<file path="config.mk">
export PLATFORM = sky130hd
export DESIGN_NAME = simple_or_weighted_moving_average
export DESIGN_NICKNAME = d
export VERILOG_FILES = /design/src/hw/rtl/sma_pkg.sv /design/src/hw/rtl/sma_dp.sv /design/src/hw/rtl/sma_ctrl.sv /design/src/hw/rtl/simple_or_weighted_moving_average.sv
export SDC_FILE = /design/constraint.sdc
export NUM_CORES = 1
export LEC_CHECK = 0
export BUFFER_PORTS_ARGS = -buffer_cell sky130_fd_sc_hd__buf_2
export CELL_PAD_IN_SITES_DETAIL_PLACEMENT = 0
export CELL_PAD_IN_SITES_GLOBAL_PLACEMENT = 1
export CORE_AREA = 2 2 260 262
export DETAILED_ROUTE_END_ITERATION = 8
export DIE_AREA = 0 0 262 264
export PLACE_DENSITY = 0.73
export SLEW_MARGIN = 20
export SYNTH_ARGS = -nofsm -noshare
export SYNTH_HDL_FRONTEND = slang
export SYNTH_SLANG_ARGS = --single-unit
</file>
<file path="constraint.sdc">
create_clock -name clock -period 5.4 [get_ports clock]
set_input_delay 0.54 -clock clock [delete_from_list [all_inputs] [get_ports clock]]
set_output_delay 0.54 -clock clock [all_outputs]
set_load 0.03 [all_outputs]
</file>
<file path="src/hw/rtl/sma_pkg.sv">
// ---------------------------------------------------------------------------
// sma_pkg: shared types and constants of the moving average block
// Register indexes, field widths, parameter defaults and the command and
// status bundles between the controller and the datapath.
// ---------------------------------------------------------------------------
package sma_pkg;

   // Parameter defaults
   localparam int DEF_MAX_WINDOW    = 32;
   localparam int DEF_SAMPLE_BITS   = 16;
   localparam int DEF_FRACTION_BITS = 8;

   // Fixed field widths
   localparam int AVG_BITS       = 24;
   localparam int WLEN_BITS      = 6;
   localparam int CSR_INDEX_BITS = 1;
   localparam int CSR_DATA_BITS  = 6;

   // Register indexes
   localparam logic [CSR_INDEX_BITS-1:0] REG_WINDOW_LENGTH = 1'd0;
   localparam logic [CSR_INDEX_BITS-1:0] REG_WEIGHTED_MODE = 1'd1;

   // Register reset values
   localparam logic [WLEN_BITS-1:0] WINDOW_LENGTH_RESET = 6'd4;
   localparam logic                 WEIGHTED_MODE_RESET = 1'b0;

   // Controller to datapath
   typedef struct packed {
      logic load;       // store the accepted sample, set up the window walk
      logic sum_run;    // walk the window and accumulate
      logic div_start;  // load the divider
      logic div_step;   // one quotient bit
      logic out_load;   // load the output register
   } sma_cmd_type;

   // Datapath to controller
   typedef struct packed {
      logic have_result;  // window holds at least n samples
      logic sum_done;     // walk finished, sums final
      logic div_done;     // all quotient bits formed
   } sma_stat_type;

endpackage

</file>
<file path="src/hw/rtl/sma_dp.sv">
// ---------------------------------------------------------------------------
// sma_dp: moving average datapath
// Window memory, configuration registers, running sums over the window,
// a restoring divider one bit per cycle and the output register.
// ---------------------------------------------------------------------------
module sma_dp #(
   parameter int MAX_WINDOW    = sma_pkg::DEF_MAX_WINDOW,
   parameter int SAMPLE_BITS   = sma_pkg::DEF_SAMPLE_BITS,
   parameter int FRACTION_BITS = sma_pkg::DEF_FRACTION_BITS
) (
   input  logic                                clock,
   input  logic                                reset,
   input  sma_pkg::sma_cmd_type                cmd,
   output sma_pkg::sma_stat_type               stat,
   input  logic signed [SAMPLE_BITS-1:0]       req_sample,
   input  logic                                req_restart,
   input  logic                                csr_write,
   input  logic [sma_pkg::CSR_INDEX_BITS-1:0]  csr_index,
   input  logic [sma_pkg::CSR_DATA_BITS-1:0]   csr_data,
   output logic signed [sma_pkg::AVG_BITS-1:0] rsp_average
);

   localparam int AW        = (MAX_WINDOW > 1) ? $clog2(MAX_WINDOW) : 1;
   localparam int NB        = $clog2(MAX_WINDOW + 1);
   localparam int XW        = NB + 1;
   localparam int DEN_BITS  = $clog2(MAX_WINDOW * (MAX_WINDOW + 1) / 2 + 1);
   localparam int SUM_BITS  = SAMPLE_BITS + NB;
   localparam int WSUM_BITS = SAMPLE_BITS + DEN_BITS;
   localparam int DVD_BITS  = WSUM_BITS + FRACTION_BITS;
   localparam int CNT_BITS  = $clog2(DVD_BITS + 1);
   localparam int AVB       = sma_pkg::AVG_BITS;
   localparam int CMP_BITS  = (DVD_BITS > AVB) ? DVD_BITS : AVB + 1;
   localparam logic [CMP_BITS-1:0] POS_LIMIT = CMP_BITS'((64'd1 << (AVB - 1)) - 64'd1);
   localparam logic [CMP_BITS-1:0] NEG_LIMIT = CMP_BITS'(64'd1 << (AVB - 1));

   // Window memory
   logic signed [SAMPLE_BITS-1:0] window_mem_ff [MAX_WINDOW];
   logic signed [SAMPLE_BITS-1:0] rd_data_ff;

   // Configuration
   logic [sma_pkg::WLEN_BITS-1:0] wlen_ff;
   logic                          mode_ff;

   // Window bookkeeping
   logic [AW-1:0] wp_ff, wp_in;
   logic [NB-1:0] fill_ff, fill_in, fill_base;
   logic [NB-1:0] n_ff, n_eff;
   logic [AW-1:0] rd_addr_ff, rd_addr_in, rd_start;
   logic [NB-1:0] rd_left_ff;
   logic          rd_valid_ff;
   logic          rd_issue;
   logic [XW-1:0] wp_ext, n_ext;

   // Sums
   logic signed [SUM_BITS-1:0]  psum_ff, psum_in;
   logic signed [WSUM_BITS-1:0] wsum_ff, num;
   logic [WSUM_BITS-1:0]        num_mag;

   // Divider
   logic [2*NB-1:0]     tri_prod;
   logic [DEN_BITS-1:0] den_ff, den_in;
   logic [DEN_BITS-1:0] rem_ff;
   logic [DEN_BITS:0]   rem_shift;
   logic                rem_ge;
   logic [DVD_BITS-1:0] quo_ff;
   logic [CNT_BITS-1:0] cnt_ff;
   logic                neg_ff;

   // Output
   logic [CMP_BITS-1:0]    q_ext;
   logic signed [AVB-1:0]  avg_ff, avg_in;

   // Configuration registers
   always_ff @(posedge clock) begin
      if (reset) begin
         wlen_ff <= sma_pkg::WINDOW_LENGTH_RESET;
         mode_ff <= sma_pkg::WEIGHTED_MODE_RESET;
      end else if (csr_write) begin
         case (csr_index)
            sma_pkg::REG_WINDOW_LENGTH: wlen_ff <= csr_data;
            sma_pkg::REG_WEIGHTED_MODE: mode_ff <= csr_data[0];
            default: ;
         endcase
      end
   end

   // Effective window length, clamped to 1..MAX_WINDOW
   always_comb begin
      if (wlen_ff == '0) begin
         n_eff = NB'(1);
      end else if (32'(wlen_ff) > MAX_WINDOW) begin
         n_eff = NB'(MAX_WINDOW);
      end else begin
         n_eff = NB'(wlen_ff);
      end
   end

   // Write pointer, fill count and start of the window walk
   always_comb begin
      wp_in     = (wp_ff == AW'(MAX_WINDOW - 1)) ? '0 : wp_ff + 1'b1;
      fill_base = req_restart ? '0 : fill_ff;
      fill_in   = (fill_base < NB'(MAX_WINDOW)) ? fill_base + 1'b1 : fill_base;
      wp_ext    = XW'(wp_in);
      n_ext     = XW'(n_eff);
      if (n_ext > wp_ext) begin
         rd_start = AW'(wp_ext + XW'(MAX_WINDOW) - n_ext);
      end else begin
         rd_start = AW'(wp_ext - n_ext);
      end
      rd_addr_in = (rd_addr_ff == AW'(MAX_WINDOW - 1)) ? '0 : rd_addr_ff + 1'b1;
      rd_issue   = cmd.sum_run && (rd_left_ff != '0);
   end

   // Control state of the window walk
   always_ff @(posedge clock) begin
      if (reset) begin
         wp_ff       <= '0;
         fill_ff     <= '0;
         rd_left_ff  <= '0;
         rd_valid_ff <= 1'b0;
         cnt_ff      <= '0;
      end else begin
         rd_valid_ff <= rd_issue;
         if (cmd.load) begin
            wp_ff      <= wp_in;
            fill_ff    <= fill_in;
            rd_left_ff <= n_eff;
         end else if (rd_issue) begin
            rd_left_ff <= rd_left_ff - 1'b1;
         end
         if (cmd.div_start) begin
            cnt_ff <= CNT_BITS'(DVD_BITS);
         end else if (cmd.div_step) begin
            cnt_ff <= cnt_ff - 1'b1;
         end
      end
   end

   // Window memory: write on accept, registered read during the walk
   always_ff @(posedge clock) begin
      if (cmd.load) begin
         window_mem_ff[wp_ff] <= req_sample;
      end
      if (rd_issue) begin
         rd_data_ff <= window_mem_ff[rd_addr_ff];
      end
   end

   // Running sums: weighted sum gathers the prefix sums, oldest first,
   // which gives the oldest sample weight n and the newest weight 1
   assign psum_in = psum_ff + SUM_BITS'(rd_data_ff);

   always_ff @(posedge clock) begin
      if (cmd.load) begin
         n_ff       <= n_eff;
         rd_addr_ff <= rd_start;
         psum_ff    <= '0;
         wsum_ff    <= '0;
      end else begin
         if (rd_issue) begin
            rd_addr_ff <= rd_addr_in;
         end
         if (rd_valid_ff) begin
            psum_ff <= psum_in;
            wsum_ff <= wsum_ff + WSUM_BITS'(psum_in);
         end
      end
   end

   // Divider operands
   always_comb begin
      tri_prod = {NB'(0), n_ff} * ({NB'(0), n_ff} + 1'b1);
      den_in   = mode_ff ? DEN_BITS'(tri_prod >> 1) : DEN_BITS'(n_ff);
      num      = mode_ff ? wsum_ff : WSUM_BITS'(psum_ff);
      num_mag  = num[WSUM_BITS-1] ? -num : num;
   end

   // Restoring divide step
   always_comb begin
      rem_shift = {rem_ff, quo_ff[DVD_BITS-1]};
      rem_ge    = rem_shift >= {1'b0, den_ff};
   end

   always_ff @(posedge clock) begin
      if (cmd.div_start) begin
         den_ff <= den_in;
         rem_ff <= '0;
         neg_ff <= num[WSUM_BITS-1];
         quo_ff <= DVD_BITS'(num_mag) << FRACTION_BITS;
      end else if (cmd.div_step) begin
         rem_ff <= rem_ge ? DEN_BITS'(rem_shift - {1'b0, den_ff}) : DEN_BITS'(rem_shift);
         quo_ff <= {quo_ff[DVD_BITS-2:0], rem_ge};
      end
   end

   // Sign, saturation and output register
   always_comb begin
      q_ext = CMP_BITS'(quo_ff);
      if (!neg_ff && (q_ext > POS_LIMIT)) begin
         avg_in = AVB'(POS_LIMIT);
      end else if (neg_ff && (q_ext > NEG_LIMIT)) begin
         avg_in = AVB'(NEG_LIMIT);
      end else if (neg_ff) begin
         avg_in = -AVB'(q_ext);
      end else begin
         avg_in = AVB'(q_ext);
      end
   end

   always_ff @(posedge clock) begin
      if (cmd.out_load) begin
         avg_ff <= avg_in;
      end
   end

   assign rsp_average      = avg_ff;
   assign stat.have_result = fill_ff >= n_ff;
   assign stat.sum_done    = (rd_left_ff == '0) && !rd_valid_ff;
   assign stat.div_done    = cnt_ff == '0;

endmodule

</file>
<file path="src/hw/rtl/sma_ctrl.sv">
// ---------------------------------------------------------------------------
// sma_ctrl: moving average controller
// Sequences one beat through store, window walk, divide and output, and
// owns the handshakes of both channels.
// ---------------------------------------------------------------------------
module sma_ctrl (
   input  logic                  clock,
   input  logic                  reset,
   input  logic                  req_valid,
   output logic                  req_stall,
   output logic                  rsp_valid,
   input  logic                  rsp_stall,
   output sma_pkg::sma_cmd_type  cmd,
   input  sma_pkg::sma_stat_type stat
);

   localparam logic [2:0] ST_IDLE  = 3'd0;
   localparam logic [2:0] ST_CHECK = 3'd1;
   localparam logic [2:0] ST_SUM   = 3'd2;
   localparam logic [2:0] ST_DIV   = 3'd3;
   localparam logic [2:0] ST_FIN   = 3'd4;

   logic [2:0] state_ff, state_in;
   logic       out_valid_ff, out_valid_in;
   logic       out_free;

   assign out_free = !out_valid_ff || !rsp_stall;

   // Next state and commands
   always_comb begin
      state_in = state_ff;
      cmd      = '0;
      case (state_ff)
         ST_IDLE: begin
            if (req_valid) begin
               cmd.load = 1'b1;
               state_in = ST_CHECK;
            end
         end
         ST_CHECK: begin
            state_in = stat.have_result ? ST_SUM : ST_IDLE;
         end
         ST_SUM: begin
            if (stat.sum_done) begin
               cmd.div_start = 1'b1;
               state_in      = ST_DIV;
            end else begin
               cmd.sum_run = 1'b1;
            end
         end
         ST_DIV: begin
            if (stat.div_done) begin
               state_in = ST_FIN;
            end else begin
               cmd.div_step = 1'b1;
            end
         end
         ST_FIN: begin
            if (out_free) begin
               cmd.out_load = 1'b1;
               state_in     = ST_IDLE;
            end
         end
         default: begin
            state_in = ST_IDLE;
         end
      endcase
   end

   // Output valid: set on load, cleared when the beat is taken
   always_comb begin
      out_valid_in = out_valid_ff;
      if (cmd.out_load) begin
         out_valid_in = 1'b1;
      end else if (out_valid_ff && !rsp_stall) begin
         out_valid_in = 1'b0;
      end
   end

   always_ff @(posedge clock) begin
      if (reset) begin
         state_ff     <= ST_IDLE;
         out_valid_ff <= 1'b0;
      end else begin
         state_ff     <= state_in;
         out_valid_ff <= out_valid_in;
      end
   end

   assign req_stall = state_ff != ST_IDLE;
   assign rsp_valid = out_valid_ff;

endmodule

</file>
<file path="src/hw/rtl/simple_or_weighted_moving_average.sv">
// ---------------------------------------------------------------------------
// simple_or_weighted_moving_average: sliding window mean, simple or weighted
// Input beats (req_) carry a signed sample and a restart flag; once the
// series holds n samples (window_length clamped), every input beat yields one
// result beat (rsp_) with the window mean, 8 fraction bits, truncated toward
// zero. Weighted mode gives the oldest sample weight n, the newest weight 1.
// Configuration (csr_) is always ready; write it only while the block idles.
// Sequence: an input beat that gives no result frees the input after the
// check state. One that does walks the window (one memory read per
// sample), steps the restoring divider over every dividend bit (34 with
// default parameters) and loads the output register: the result turns
// valid in the cycle in which the block is back in idle, so the next beat
// can be accepted in that same cycle. One beat is processed at a
// time; req_stall is high from the cycle after accept until the block is
// back in idle.
// The output register lets the next beat be accepted while a result waits;
// a held rsp_stall stalls the block only when a second result is ready.
// Reset clears the series (no window held), the pointers and the output
// valid, and sets window_length to 4 and weighted_mode to 0.
// ---------------------------------------------------------------------------
module simple_or_weighted_moving_average #(
   parameter int MAX_WINDOW    = sma_pkg::DEF_MAX_WINDOW,
   parameter int SAMPLE_BITS   = sma_pkg::DEF_SAMPLE_BITS,
   parameter int FRACTION_BITS = sma_pkg::DEF_FRACTION_BITS
) (
   input  logic                                clock,
   input  logic                                reset,
   input  logic                                req_valid,
   output logic                                req_stall,
   input  logic signed [SAMPLE_BITS-1:0]       req_sample,
   input  logic                                req_restart,
   output logic                                rsp_valid,
   input  logic                                rsp_stall,
   output logic signed [sma_pkg::AVG_BITS-1:0] rsp_average,
   input  logic                                csr_valid,
   output logic                                csr_ready,
   input  logic [sma_pkg::CSR_INDEX_BITS-1:0]  csr_index,
   input  logic [sma_pkg::CSR_DATA_BITS-1:0]   csr_data
);

   sma_pkg::sma_cmd_type  cmd;
   sma_pkg::sma_stat_type stat;
   logic                  csr_write;

   // Register writes are always accepted
   assign csr_ready = 1'b1;
   assign csr_write = csr_valid && csr_ready;

   sma_ctrl u_ctrl (
      .clock     (clock),
      .reset     (reset),
      .req_valid (req_valid),
      .req_stall (req_stall),
      .rsp_valid (rsp_valid),
      .rsp_stall (rsp_stall),
      .cmd       (cmd),
      .stat      (stat)
   );

   sma_dp #(
      .MAX_WINDOW    (MAX_WINDOW),
      .SAMPLE_BITS   (SAMPLE_BITS),
      .FRACTION_BITS (FRACTION_BITS)
   ) u_dp (
      .clock       (clock),
      .reset       (reset),
      .cmd         (cmd),
      .stat        (stat),
      .req_sample  (req_sample),
      .req_restart (req_restart),
      .csr_write   (csr_write),
      .csr_index   (csr_index),
      .csr_data    (csr_data),
      .rsp_average (rsp_average)
   );

endmodule
</file>
# After elaboration in Yosys (flattened, before gate mapping)
# Memories as Yosys holds them, arrays and structs flattened. A register that Yosys moved wholly into a read port is not among the register bits.
# Index checks and enable logic that the tools add are counted.
# W data, S select, Z words.
word_totals:
  in_bits: 29
  latch_bits: 0
  mem_bits_rw: 512
  regBits: 173
  wordCells: 118
  rom_bits: 0
  n_memories: 1
  output_inout_bits: 27
classes:
  mul: 1
  n_addsub: 14
  n_lt_le_gt_ge: 7
  muxes: 40
  shift: 0
  n_eq_ne: 10
  n_div: 0
  n_reduce_logical: 23
  bitwise_logic: 1
mem_list:
  columns: ["memory", "depth", "word_bits", "rd", "rd_ports_with_merged_regs", "wr", "line_no", "text"]
  rows:
  - ["u_dp.window_mem_ff", 32, 16, 1, 1, 1, "sma_dp.sv:37", "logic signed [SAMPLE_BITS-1:0] window_mem_ff [MAX_WINDOW];"]
op_table:
  columns: ["op", "count"]
  rows:
  - ["$mux W34", 2]
  - ["$mux W6", 9]
  - ["$mux W26", 2]
  - ["$mux W24", 2]
  - ["$gt A34 B23 Y1 const B", 1]
  - ["$gt A34 B24 Y1 const B", 1]
  - ["$add A26 B22 Y26", 1]
  - ["$neg A26 Y26", 1]
  - ["$mux W5", 5]
  - ["$neg A24 Y24", 1]
  - ["$add A22 B16 Y22", 1]
  - ["$logic_not A6 Y1", 3]
  - ["$add A5 B1 Y5 const B", 3]
  - ["$pmux W3 S5", 1]
  - ["$mux W1", 12]
  - ["$mux W3", 4]
  - ["$sub A6 B1 Y6 const B", 2]
  - ["$ge A11 B10 Y1", 1]
  - ["$mul A6 B7 Y11", 1]
  - ["$eq A5 B5 Y1 const B", 2]
  - ["$mux W10", 1]
  - ["$sub A10 B10 Y10", 1]
  - ["$sub A5 B5 Y5", 2]
  - ["$add A6 B1 Y7 const B", 1]
  - ["22 further kinds", 36]

# Logic depth before layout (Yosys ltp)
depth:
  word_depth: 7
  depth_mapped: 19
  mapped_depth_nobuf: 19

# Hierarchy
# A second synthesis with hierarchy kept.
unflattened:
  hier_cells: 2408
  hier_area_um2: 32900.3
modules_own_cells:
  columns: ["module", "n_inst", "seq_area_each_um2", "cells_each", "area_per_inst_um2"]
  rows:
  - ["sma_dp", 1, 19959.1, 2377, 32661.3]
  - ["sma_ctrl", 1, 80.1, 29, 227.7]
  - ["simple_or_weighted_moving_average", 1, 0.0, 2, 11.3]

# Worst setup path before layout
# No wires, ideal clock.
synth_timing:
  path_type: "register to register"
  startpoint: "reg u_dp.n_ff[0]"
  endpoint: "reg u_dp.den_ff[9], data pin"
  synth_period_minus_slack_ns: 4.330
  stages_incl_launch_ff: 18
  required_ns: 5.145
  path_slack_ns: 1.070
  arrival_time_ns: 4.075
  path_buffers: 0
  setup_ns: 0.255
  cell_sequence: "edfxtp_1 nand3_1 or3_1 ha_1 nor2_1 fa_1 inv_1 fa_1 fa_1 inv_1 ha_1 a21oi_1 o21bai_1 a21oi_1 o21bai_1 a21oi_1 xnor2_1 and2_1"
synth_via:
  elab_chain_cells: 2
synth_lines:
  columns: ["element", "line_no", "text"]
  rows:
  - ["start, declared", "sma_dp.sv:47", "logic [NB-1:0] n_ff, n_eff;"]
  - ["start signal, assigned", "sma_dp.sv:155", "n_ff <= n_eff;"]
  - ["$add A6 B1 Y7", "sma_dp.sv:172", "tri_prod = {NB'(0), n_ff} * ({NB'(0), n_ff} + 1'b1);"]
  - ["$mul A6 B7 Y11 (*)", "sma_dp.sv:172", null]
  - ["end signal, assigned", "sma_dp.sv:186", "den_ff <= den_in;"]
  - ["end, declared", "sma_dp.sv:61", "logic [DEN_BITS-1:0] den_ff, den_in;"]
# Every way passes the cells marked *; elsewhere a longest branch is shown, timed or not.
# A chain may end at the register's enable or synchronous reset.

# Worst setup path in the final report
# Ends and elaborated chain as after synthesis.

==> run metrics <==
diode count 0; critical path class flip-flop to flip-flop; r2r worst-path depth 17; CTS tree yes; initial antenna violation count 0; hold path startpoint csr_data[2]; CTS resizes 0; Rows 95; Slowest-stage cell, CP fa_1; hold depth 2; Power, Total 12.2 mW; final WL 73,800 um; Core ar. 66,600 sq um; ys async rst share 0; Final TNS setup 0 ns; setup violators final 0; Place WS 0.634 ns; RR Endpoint u_dp.den_ff[9]$_SDFFCE_PN0P_; flops & latches, synth 701; drt first pass iters 5; Seq/Total Area, Yosys 0.609; max-cap violations 0; Mapped Area 32,900 sq um; hold endpoint u_dp.wlen_ff[2]$_SDFFE_PP1P_; total number of vias 20,400; Worst VDD drop 0.419 mV; detailed placer's ending HPWL 47,000 um; grt ovf 0; Slew headroom 0.306; worst-margin pin slew 1.04 ns; r2r setup slk 0.59 ns; fin crit share 0.890; CP Launch Type flip-flop; Fill cells 5,456; RSZ-0062 raised after global routing no; cell count after placement 3,396; post-route ant nets 0; crit path DAT 5.15 ns; area of the multi-input gates 12,000 sq um; Root Driver clkbuf_16; main flop type after synthesis edfxtp_1; Slew Limit Fails 0; Syn-to-layout area delta 11.3%; clock latency on the worst-skew pair 0.63 ns; Distinct cells, synth 78; GP Congestion 0.855; P_leak 13.2 nW; CP Launch Point u_dp.n_ff[0]$_DFFE_PP_; cts hold-fix bufs 0; post-CTS setup buffer count 0; storage element area 20,000 sq um; CP cell instances ha_1, nand3_1, ha_1, nor2_1, fa_1, inv_1, fa_1, fa_1, inv_1, ha_1, a21oi_1, o21bai_1, a21oi_1, o21bai_1, a21oi_1, xnor2_1, and2_1; input/output buffers 54; vias in the first global route 20,200; Routed WL per cell 20.9 um; hold crit path type primary input to flip-flop; FF-to-FF Start u_dp.n_ff[0]$_DFFE_PP_; Initial Utilization 0.494; die width 262 um; Max Freq 208 MHz; Nets 2,755; Post-Layout Cell Count 3,529; via/cell ratio 5.77; syn nets 2,695; GRT Total Usage 0.216; Period minus WS final 4.81 ns; Sink Count 701; Power Density 333 nW/um^2; endpoint class of the critical path flip-flop; crit-path max cell delay 0.55 ns; Final Hold Fails 0; Worst Path Max Fanout 10; Setup Skew 0.0415 ns; Critical Path RT 5.75 ns; syn avg cell area 12.9 sq um; first-pass GRT wire length 116,000 um; CTS clk-pin slew, worst paths 0.06 ns; outcome completed; TritonCTS buffer count 76; H-tree depth 3; final hold slack 0.142 ns; IO Pins 56; # DRC 0; EDFF count, synth 600; share of layout cells above drive strength 1 0.113; largest net degree at the start of global routing 74; Initial DRC Count 1,402; Die Y-Extent 264 um; Max Root-Sink Buffers 3; Synth Instances 2,541; yosys warns 0; final setup margin 0.594 ns; Die ar. 69,200 sq um
-- how the worst max path moves through the flow --
| stage | to | slack (ns) | cells past startpoint |
|---|---|---|---|
| 6_report | u_dp.den_ff[9]$_SDFFCE_PN0P_ | 0.59 | 17 |
| 5_1_grt | u_dp.wsum_ff[25]$_SDFFE_PP0P_ | 0.33 | 18 |
| 4_1_cts | u_dp.den_ff[9]$_SDFFCE_PN0P_ | 0.59 | 17 |
| 3_5_place_dp | u_dp.den_ff[9]$_SDFFCE_PN0P_ | 0.63 | 17 |
| 3_3_place_gp | u_dp.den_ff[9]$_SDFFCE_PN0P_ | 0.73 | 17 |
| 2_1_floorplan | u_dp.den_ff[9]$_SDFFCE_PN0P_ | 1.07 | 17 |
-- cells in the mapped netlist, types with 7 or more instances --
library cell	instances	area [sq um]
edfxtp_1	600	18000
nor2_1	234	878
nand2_1	217	815
mux2i_1	189	1890
o21ai_0	145	726
a21oi_1	113	566
dfxtp_1	101	2020
ha_1	101	1260
inv_1	94	353
clkbuf_1	86	323
mux4_2	64	1440
xnor2_1	55	482
o221ai_1	50	438
nor3_1	42	210
xor2_1	38	333
nand3_1	37	185
buf_1	33	124
a21o_1	27	203
nand2b_1	25	156
fa_1	24	480
o22ai_1	21	131
nor2b_1	18	113
o311ai_0	15	131
a31oi_1	13	81.3
a211oi_1	12	90.1
or3_1	12	75.1
and3_1	11	68.8
nand4_1	11	68.8
o311ai_1	11	96.3
and2_1	10	62.6
nor4_1	10	62.6
nand3b_1	9	67.6
o21bai_1	9	67.6
or2_2	8	50.1
o31ai_1	7	52.6
or4_1	7	52.6
-- critical path: cells and delay by family, from the launching register on --
family / cells / cell delay [ns]
AND/OR/NAND/NOR: 3 / 0.44
XOR/XNOR: 1 / 0.08
buffers and inverters: 2 / 0.10
flip-flops: 1 / 0.54
AO/OA/AOI/OAI: 5 / 0.83
adder cells (fa/ha/maj): 6 / 2.53
-- metrics by stage --
step	utilization	area, sq um
6_report	0.550	36600
2_1_floorplan	-	32900
3_5_place_dp	0.514	34200
3_3_place_gp	0.514	34200
5_1_grt	0.550	36600
4_1_cts	0.550	36600
-- power by group --
part | switching [mW] | internal (mW) | leakage [nW] | total [mW]
sequential | 0.0422 | 5.92 | 6.24 | 5.97
combinational | 0.777 | 0.485 | 5.78 | 1.26
clock | 2.11 | 2.86 | 1.14 | 4.97
-- metal layers --
| metal | global-route usage | vias to the layer above | share of wire | wire length (um) |
|---|---|---|---|---|
| met3 | 0.0301 | 116 | 0.041 | 3030 |
| met4 | 0.0620 | 0 | 0.025 | 1860 |
| li1 | - | 9670 | - | - |
| met5 | 0 | - | 0 | 0 |
| met1 | 0.282 | 10100 | 0.43 | 31400 |
| met2 | 0.376 | 455 | 0.51 | 37500 |
-- sequential cells by signal (all words and copies together), names as in the netlist, 6 cells and up --
register and count:
u_dp.fill_ff 6, u_dp.q_ext 34, u_dp.wsum_ff 26, u_dp.rem_ff 10, u_dp.rd_data_ff 16, u_dp.den_ff 10
u_dp.wlen_ff 6, u_dp.n_ff 6, u_dp.rsp_average 24, u_dp.psum_ff 22, u_dp.rd_left_ff 6, u_dp.window_mem_ff 512
u_dp.cnt_ff 6
-- cells by family after synthesis --
family / synth area share
AOI/OAI and AO/OA: 0.0926
xor gates and xnor gates: 0.0248
adders and majority gates: 0.0530
buffers and inverters: 0.0262
DFF: 0.609
muxes: 0.101
other: 0.000114
and+or+nand+nor: 0.0929
-- placed cells by master, fill, tap and decap left out, drive strengths merged, types with 13 or more instances in the layout --
cell type,instances
o221ai,50
nand3,37
clkbuf,110
o311ai,26
mux4,64
xnor2,55
clkinv,18
nand2,218
dfxtp,101
mux2i,189
fa,24
inv,96
a21oi,113
o21ai,147
o22ai,21
nand2b,26
edfxtp,600
nor3,42
a21o,27
xor2,38
nor2b,18
nor2,234
a31oi,13
ha,101
or3,13
buf,108
-- layout make-up --
class,count,area share
Clock buffer,110,0.0571
Clock inverter,23,0.00813
Inverter,95,0.00974
Multi-Input combinational cell,1619,0.329
Sequential cell,701,0.547
Tap cell,873,0.0298
Timing Repair Buffer,108,0.0191
Power figures use the tool's default switching activity.
